$ cat config.mk
export PLATFORM = sky130hd
export DESIGN_NAME = uvsp_cordic_cell
export DESIGN_NICKNAME = d
export VERILOG_FILES = /design/src/rtl/uvsp_pkg.sv /design/src/rtl/uvsp_cordic_cell.sv
export SDC_FILE = /design/constraint.sdc
export NUM_CORES = 1
export LEC_CHECK = 0
export BUFFER_PORTS_ARGS = -buffer_cell sky130_fd_sc_hd__buf_2
export CORE_ASPECT_RATIO = 2
export CORE_MARGIN = 4
export CORE_UTILIZATION = 25
export CTS_BUF_LIST = sky130_fd_sc_hd__clkbuf_2
export DETAILED_ROUTE_END_ITERATION = 10
export PLACE_DENSITY = 0.47
export SLEW_MARGIN = 5
export SYNTH_ARGS = -nofsm -noshare
export SYNTH_HDL_FRONTEND = slang
export SYNTH_SLANG_ARGS = --single-unit
$ cat constraint.sdc
create_clock -name clk -period 3 [get_ports clk]
set_input_delay 0 -clock clk [delete_from_list [all_inputs] [get_ports clk]]
set_output_delay 0 -clock clk [all_outputs]
set_load 0.02 [all_outputs]
$ cat src/rtl/uvsp_pkg.sv
// Shared types, constants and the CORDIC arctangent table for the UV sphere generator.
`timescale 1ns / 1ps
package uvsp_pkg;
	localparam int ATAN_LEN = 24;
	localparam logic signed [33:0] CORDIC_GAIN = 34'sd652032874;
	localparam logic signed [33:0] Q30_ONE = 34'sd1073741824;
	localparam logic [1:0] REG_RADIUS = 2'd0;
	localparam logic [1:0] REG_SEGMENTS = 2'd1;

	typedef struct packed {
		logic signed [33:0] x;
		logic signed [33:0] y;
		logic signed [33:0] z;
		logic flip;
	} cordic_t;

	typedef struct packed {
		logic point_valid;
		logic quad_valid;
		logic [15:0] radius;
		logic [15:0] corner_a;
		logic [15:0] corner_c;
	} side_t;

	function automatic logic [31:0] atan_turns(input logic [4:0] i);
		case (i)
			5'd0: atan_turns = 32'd536870912;
			5'd1: atan_turns = 32'd316933406;
			5'd2: atan_turns = 32'd167458907;
			5'd3: atan_turns = 32'd85004756;
			5'd4: atan_turns = 32'd42667331;
			5'd5: atan_turns = 32'd21354465;
			5'd6: atan_turns = 32'd10679838;
			5'd7: atan_turns = 32'd5340245;
			5'd8: atan_turns = 32'd2670163;
			5'd9: atan_turns = 32'd1335087;
			5'd10: atan_turns = 32'd667544;
			5'd11: atan_turns = 32'd333772;
			5'd12: atan_turns = 32'd166886;
			5'd13: atan_turns = 32'd83443;
			5'd14: atan_turns = 32'd41722;
			5'd15: atan_turns = 32'd20861;
			5'd16: atan_turns = 32'd10430;
			5'd17: atan_turns = 32'd5215;
			5'd18: atan_turns = 32'd2608;
			5'd19: atan_turns = 32'd1304;
			5'd20: atan_turns = 32'd652;
			5'd21: atan_turns = 32'd326;
			5'd22: atan_turns = 32'd163;
			5'd23: atan_turns = 32'd81;
			default: atan_turns = 32'd0;
		endcase
	endfunction

	function automatic logic [15:0] color_of(input logic signed [33:0] u);
		logic signed [35:0] t;
		begin
			t = 36'(u) + 36'(Q30_ONE) + 36'sd16384;
			if (t < 0) color_of = 16'd0;
			else if ((t >>> 15) > 36'sd65535) color_of = 16'hFFFF;
			else color_of = t[30:15];
		end
	endfunction
endpackage

$ cat src/rtl/uvsp_cordic_cell.sv
// One CORDIC rotation cell: a micro-rotation on two angle lanes, registered.
`timescale 1ns / 1ps
module uvsp_cordic_cell
	import uvsp_pkg::*;
#(
	parameter int SHIFT = 0
) (
	input  logic clk,
	input  logic en,
	input  cordic_t th_in,
	input  cordic_t ph_in,
	input  side_t side_in,
	output cordic_t th_out,
	output cordic_t ph_out,
	output side_t side_out
);
	function automatic cordic_t rot(input cordic_t c);
		cordic_t r;
		logic signed [33:0] dx, dy, at;
		begin
			r = c;
			dx = c.y >>> SHIFT;
			dy = c.x >>> SHIFT;
			at = $signed({2'b00, atan_turns(5'(SHIFT))});
			if (!c.z[33]) begin
				r.x = c.x - dx; r.y = c.y + dy; r.z = c.z - at;
			end else begin
				r.x = c.x + dx; r.y = c.y - dy; r.z = c.z + at;
			end
			rot = r;
		end
	endfunction

	always_ff @(posedge clk) begin
		if (en) begin
			th_out <= rot(th_in);
			ph_out <= rot(ph_in);
			side_out <= side_in;
		end
	end
endmodule

==> summary.md, run 1 <==
| Metric | Value |
|---|---|
| CP startpoint kind | `input pin` |
| Crit Path Class | `in -> reg` |
| Vias per inst | `4.81` |
| Peak supply drop | `0.000334 V` |
| Worst hold path cell count | `8` |
| Worst rel slew slack | `0.324` |
| Clock network power share | `0.206` |
| Fin util | `0.450` |
| Setup Total Neg Slack | `-0.215 ns` |
| Final wirelength | `107000 um` |
| Hold EP | `ph_out[61]$_DFFE_PP_` |
| Critical path required time | `3.96 ns` |
| Core footprint | `0.0771 sq mm` |
| Cell accounting for the most synthesized area | `edfxtp_1` |
| Slowest cell on the critical path | `o311ai_1` |
| Synth Cell Area | `0.0195 sq mm` |
| Post-DP HPWL | `80600 um` |
| Tcrit/Tclk final | `1.02` |
| Port Buf Inserts | `513` |
| Most instantiated library cell after synthesis | `edfxtp_1` |
| H-tree Lvls | `3` |
| Yosys cell types | `82` |
| NetSw | `0.00528 W` |
| Grt total ovfl | `0` |
| Fmax | `327 MHz` |
| DRT Pass-1 Iters | `5` |
| CP Capture Type | `register` |
| Synth warn | `0` |
| Ys flop type | `edfxtp_1` |
| Total CTS buffers | `67` |
| Lkg Pwr | `15.7 nW` |
| Sink Count | `254` |
| Crit path time final | `3.06 ns` |
| Vias in the first global route | `25500` |
| Storage element area | `0.00763 sq mm` |
| Num rows | `144` |
| Slowest stage delay, CP | `0.73 ns` |
| Routability Congestion | `0.997` |
| Pin count of the biggest net entering global routing | `86` |
| Post-synthesis register bit count | `254` |
| Worst-Margin Slew | `1.01 ns` |
| CTS tree | `built` |
| EDFF count, synth | `254` |
| Top cell type's share of synthesized area | `0.392` |
| Hold Startpoint | `ph_in[91]` |
| First-pass GRT wire length | `154000 um` |
| Seq/Total Area, Yosys | `0.392` |
| Mapped Cells | `2050` |
| Final #Nets | `4194` |
| Critical path cell sequence | `dlygate4sd3_1 -> buf_2 -> ha_1 -> fa_1 -> nor2b_1 -> o21ai_0 -> a21oi_2 -> a211oi_2 -> buf_4 -> o311ai_1 -> and3_1 -> o21ai_0 -> nand2_1 -> xnor2_1 -> dlygate4sd3_1` |
| Die H | `403 um` |
| Initial antenna violation count | `10` |
| HP Class | `in -> reg` |
| Filler cells | `7604` |
| Max cap viols | `0` |
| Synth top cells by count | `254 x edfxtp_1, 227 x a21oi_1, 205 x inv_1` |
| Largest fanout on the critical path | `3` |
| Avg Synthesized Cell Area | `9.50 sq um` |
| Sequential share of power | `0.336` |
| Setup Viol. Count Final | `9` |
| Comb pwr share | `0.458` |
| Internal Pwr Total | `0.00862 W` |
| Tot GR Track Use | `0.250` |
| Setup slack after layout | `-0.0575 ns` |
| Via Count | `23100` |
| Slew Viols, Final | `0` |
| Power per cell area | `401 mW/mm^2` |
| Net Sw Frac | `0.380` |
| Failing checks | `setup timing` |
| Root buffer cell | `clkbuf_2` |
| Initial core utilization | `0.253` |
| Status | `finished with violations` |
| Final hold viol count | `0` |
| CP arrival | `4.02 ns` |
| Layout cells sized above 1 | `0.303` |
| Max clock buf depth | `3` |
| Wire per inst | `22.2 um` |
| Mapped Nets | `2520` |
| Routed Antenna Nets | `0` |
| Multi-input gate area | `0.0109 sq mm` |
| Overall power | `0.0139 W` |
| Ports | `514` |
| DRC | `0` |
| Die Span X | `205 um` |
| Area contributors post-synth | `edfxtp_1 39%, ha_1 13%, a21oi_1 5.8%` |
| Clock-pin transition on the worst setup and hold timing paths | `0.11 ns` |
| Initial DRC Count | `867` |
| Die footprint | `0.0827 sq mm` |
| Area Overhead vs Synth | `78.1%` |
| Post-synthesis async set-or-reset flop share | `0` |
state kept, by name (all words and copies together), names as in the netlist:
name and flops:
ph_out 102, side_out 50, th_out 102
worst max path at each step:
stage / from / endpoint / slack, ns
final: th_in[35] / th_out[53]$_DFFE_PP_ / -0.06
after global routing: ph_in[56] / ph_out[93]$_DFFE_PP_ / -0.005
after CTS: ph_in[58] / ph_out[101]$_DFFE_PP_ / 0.003
after detailed placement: th_in[46] / th_out[68]$_DFFE_PP_ / -0.63
after global placement: th_in[46] / th_out[68]$_DFFE_PP_ / -0.65
after floorplan: ph_in[35] / ph_out[61]$_DFFE_PP_ / 0.28
metrics by stage:
step / instances / cell area [sq um] / hold slack, ns / worst slack, ns
3_3_place_gp: 3935 / 26300 / 0.176 / -0.649
3_5_place_dp: 3935 / 26300 / 0.178 / -0.634
6_report: 4803 / 34700 / 0.109 / -0.0575
2_1_floorplan: 2050 / 19500 / 0.0989 / 0.284
4_1_cts: 4786 / 34400 / 0.00327 / 0.00300
5_1_grt: 4795 / 34700 / 0.0615 / -0.00505
final cells by class:
cell class	count	share of cell area
well taps	1022	0.0369
multi-input cells	1497	0.315
diodes	12	0.000866
clock inverters	23	0.00566
clock buffers	91	0.0131
inverters	209	0.0226
flip-flops and latches	254	0.220
repair buffers	1695	0.386
placed cells by master (no fill, tap or decap), types with 8 or more instances in the layout:
master	instances
nor4_1	9
a21o_1	39
dlygate4sd3_1	733
ha_1	200
a211oi_1	21
clkbuf_2	91
nand4_1	20
o21ai_1	10
a21oi_2	8
mux2i_1	33
a31oi_1	19
o21bai_1	47
edfxtp_1	254
o31ai_1	21
diode_2	12
o211ai_1	20
o31a_1	9
a21oi_1	219
xnor2_1	108
clkinv_1	17
buf_4	439
nand2b_1	20
o21ai_0	129
o21a_1	17
nor2b_1	19
nand2_1	101
buf_2	510
nor2_1	141
nor3_1	32
and3_1	18
inv_1	204
or3_1	9
nand3_1	28
or2_2	8
xor2_1	25
cells by family after synthesis:
group	Yosys count	share of synthesized area
adder cells (fa/ha/maj)	212	0.139
multiplexers	34	0.0175
AO/OA/AOI/OAI	671	0.221
AND/OR/NAND/NOR	447	0.110
flip-flops	254	0.392
buffers and inverters	299	0.0608
XOR/XNOR	133	0.0598
power groups by stage:
stage / Combinational (W) / Sequential [W] / Clock [W]
floorplan: 0.00194 / 0.00531 / 0
global placement: 0.00508 / 0.00475 / 0
detailed placement: 0.00508 / 0.00474 / 0
CTS: 0.00622 / 0.00467 / 0.00301
global route: 0.00678 / 0.00472 / 0.00320
finish: 0.00637 / 0.00467 / 0.00286
critical path, delay by kind of cell:
kind	cells	cell delay, ns
compound gates	5	1.44
buf+inv	4	1.40
simple gates	3	0.67
fa+ha+maj	2	0.43
xor+xnor	1	0.06
timing repair:
action / CTS / global route
hold buffers: 737 / 0
hold endpoints to repair: 508 / 0
setup buffers: 0 / 8
resized for setup: 0 / 70
setup endpoints to repair: 0 / 48
metal layers:
layer | global-route usage | vias to the layer above | part of all wire
met5 | 0 | - | 0.00011
met4 | 0.207 | 2 | 0.10
met3 | 0.0606 | 416 | 0.068
met2 | 0.472 | 1069 | 0.52
met1 | 0.217 | 10800 | 0.31
li1 | - | 10800 | -
Note: power is estimated with default switching activity, not from simulation.
==> run 2, diff against run 1 <==
- RECOVER_POWER: unset -> 25
==> run 2 against run 1 <==
  * The flow still finishes with violations (setup timing)
  * Fmax up 0.83%
  * Non-clock buffer count unchanged
  * Final area down 0.18%
  * Sequential power about the same
  * Via count up 0.13%
  * First-iteration DRC count up 7.5%
  * Worst setup slack better by 0.025 ns
  * Core utilization down 0.083 points
  * Clock power about the same
  * Final cell count about the same
  * Count of clock-buffer cells in the layout unchanged
  * Highest routed layer unchanged
==> summary.md, run 2 (synthesis results as in run 1) <==
| Metric | Value |
|---|---|
| Final hold viol count | `0 (unchanged)` |
| Placed Instances | `3935 (unchanged)` |
| CTS tree | `built (unchanged)` |
| Total CTS buffers | `67 (unchanged)` |
| Worst rel slew slack | `0.0531 (was 0.324)` |
| H-tree Lvls | `3 (unchanged)` |
| CP arrival | `3.99 ns (was 4.02 ns)` |
| Clock-pin transition on the worst setup and hold timing paths | `0.11 ns (about the same)` |
| Crit Path Class | `in -> reg (unchanged)` |
| Root buffer cell | `clkbuf_2 (unchanged)` |
| Final #Nets | `4194 (unchanged)` |
| Initial core utilization | `0.253 (unchanged)` |
| Area Overhead vs Synth | `77.7% (was 78.1%)` |
| Crit path time final | `3.03 ns (was 3.06 ns)` |
| CP Capture Type | `register (unchanged)` |
| Routed Antenna Nets | `0 (unchanged)` |
| Top Registers | `ph_out: 102 flops, th_out: 102 flops, side_out: 50 flops (unchanged)` |
| Worst-Margin Slew | `1.42 ns (was 1.01 ns)` |
| Critical path required time | `3.95 ns (was 3.96 ns)` |
| Final wirelength | `107000 um (about the same)` |
| Initial antenna violation count | `10 (unchanged)` |
| Final Cell Area | `0.0346 sq mm (was 0.0347 sq mm)` |
| Pre-CTS setup slack | `-0.634 ns (unchanged)` |
| Failing checks | `setup timing (unchanged)` |
| DRT Pass-1 Iters | `6 (was 5)` |
| Wire per inst | `22.2 um (about the same)` |
| Highest-count cells in the layout ignoring fill and taps | `733 x dlygate4sd3_1, 505 x buf_2, 436 x buf_4 (was 733 x dlygate4sd3_1, 510 x buf_2, 439 x buf_4)` |
| Vias in the first global route | `25500 (unchanged)` |
| Initial DRC Count | `932 (was 867)` |
| Tot GR Track Use | `0.250 (unchanged)` |
| HP Class | `in -> reg (unchanged)` |
| Layout cells sized above 1 | `0.300 (was 0.303)` |
| Peak supply drop | `0.000334 V (about the same)` |
| Lkg Pwr | `15.7 nW (about the same)` |
| Grt total ovfl | `0 (unchanged)` |
| Slowest stage delay, CP | `0.56 ns (was 0.73 ns)` |
| Sink Count | `254 (unchanged)` |
| First-pass GRT wire length | `154000 um (unchanged)` |
| Max clock buf depth | `3 (unchanged)` |
| Worst hold path cell count | `10 (was 8)` |
| Placed instance area | `0.0263 sq mm (unchanged)` |
| Fmax | `330 MHz (was 327 MHz)` |
| Power per cell area | `401 mW/mm^2 (about the same)` |
| Filler cells | `7617 (was 7604)` |
| Max cap viols | `0 (unchanged)` |
| Largest fanout on the critical path | `9 (was 3)` |
| Non-Filler Instances | `4801 (was 4803)` |
| Commonest non-fill, non-tap cell in the layout | `dlygate4sd3_1 (unchanged)` |
| Critical path cell sequence | `dlygate4sd3_1 -> buf_2 -> inv_1 -> ha_1 -> buf_4 -> a21o_1 -> a221o_1 -> a21oi_1 -> buf_4 -> o21ai_1 -> buf_4 -> a21oi_1 -> nor3_1 -> o31ai_1 -> xnor2_1 -> dlygate4sd3_1 (was dlygate4sd3_1 -> buf_2 -> ha_1 -> fa_1 -> nor2b_1 -> o21ai_0 -> a21oi_2 -> a211oi_2 -> buf_4 -> o311ai_1 -> and3_1 -> o21ai_0 -> nand2_1 -> xnor2_1 -> dlygate4sd3_1)` |
| Core footprint | `0.0771 sq mm (unchanged)` |
| Pin count of the biggest net entering global routing | `86 (unchanged)` |
| DRC | `0 (unchanged)` |
| Post-DP HPWL | `80600 um (unchanged)` |
| Setup slack after layout | `-0.0323 ns (was -0.0575 ns)` |
| Status | `finished with violations (unchanged)` |
| Vias per inst | `4.82 (was 4.81)` |
| Slew Viols, Final | `0 (unchanged)` |
| Via Count | `23100 (about the same)` |
| Num rows | `144 (unchanged)` |
| Die H | `403 um (unchanged)` |
| Ports | `514 (unchanged)` |
| Setup Viol. Count Final | `3 (was 9)` |
| Port Buf Inserts | `513 (unchanged)` |
| Hold EP | `th_out[42]$_DFFE_PP_ (was ph_out[61]$_DFFE_PP_)` |
| Tcrit/Tclk final | `1.01 (was 1.02)` |
| Die Span X | `205 um (unchanged)` |
| Hold Startpoint | `th_in[70] (was ph_in[91])` |
| Slowest cell on the critical path | `dlygate4sd3_1 (was o311ai_1)` |
| Die footprint | `0.0827 sq mm (unchanged)` |
| CP startpoint kind | `input pin (unchanged)` |
| Crit-path most repeated cell | `buf_4` |
| Routability Congestion | `0.997 (unchanged)` |
[run 2: cell count changes in the layout (fill, tap and decap cells not counted), sizes merged]
cell    change
clkbuf     +11
diode       -2
buf        -11
[run 2: critical path, delay by kind of cell]
kind,cells,cell delay (ns)
xor gates and xnor gates,1,0.11
AOI/OAI and AO/OA,6,1.66
adders and majority gates,1,0.30
buffers and inverters,7,1.83
and+or+nand+nor,1,0.08
[run 2: through the flow]
step           power, W  hold slack [ns]  setup TNS (ns)  utilization
2_1_floorplan   0.00725           0.0989               0            -
3_3_place_gp    0.00983            0.176          -20.68        0.341
3_5_place_dp    0.00982            0.178          -20.48        0.341
4_1_cts          0.0139          0.00327               0        0.445
5_1_grt          0.0147           0.0706        -0.00523        0.449
6_report         0.0139           0.0992         -0.0877        0.449
[run 2: worst max path at each step]
| stage | slack, ns | startpoint | to |
|---|---|---|---|
| after CTS | 0.003 | ph_in[58] | ph_out[101]$_DFFE_PP_ |
| after global placement | -0.65 | th_in[46] | th_out[68]$_DFFE_PP_ |
| after floorplan | 0.28 | ph_in[35] | ph_out[61]$_DFFE_PP_ |
| after global routing | -0.005 | ph_in[56] | ph_out[93]$_DFFE_PP_ |
| final | -0.03 | th_in[40] | th_out[88]$_DFFE_PP_ |
| after detailed placement | -0.63 | th_in[46] | th_out[68]$_DFFE_PP_ |
[run 2: layer usage]
metal / part of all wire / track usage
met5: 0.00011 / 0
met2: 0.52 / 0.472
met3: 0.071 / 0.0606
met1: 0.31 / 0.217
met4: 0.099 / 0.207
[run 2: layout make-up]
class	instances	area, sq um	area share
inverter	209	785	0.0227
tap	1022	1280	0.0369
sequential	254	7630	0.220
clock inverter	23	196	0.00568
antenna	10	25.0	0.000723
timing repair buffer	1695	13300	0.385
clock buffer	91	455	0.0132
multi-input combinational	1497	10900	0.315
[run 2: what timing repair did]
item	CTS	global route
endpoints found under the setup margin	0	48
gates resized for setup	0	70
buffers inserted	0	8
hold buffers	737	0
endpoints found under the hold margin	508	0
[run 2: report_power, final]
group	switching, W	internal, W	total, W	leakage [nW]
Sequential	0.000172	0.00451	0.00468	2.49
Combinational	0.00341	0.00295	0.00636	12.7
Clock	0.00170	0.00116	0.00286	0.476
Total	0.00527	0.00862	0.0139	15.7
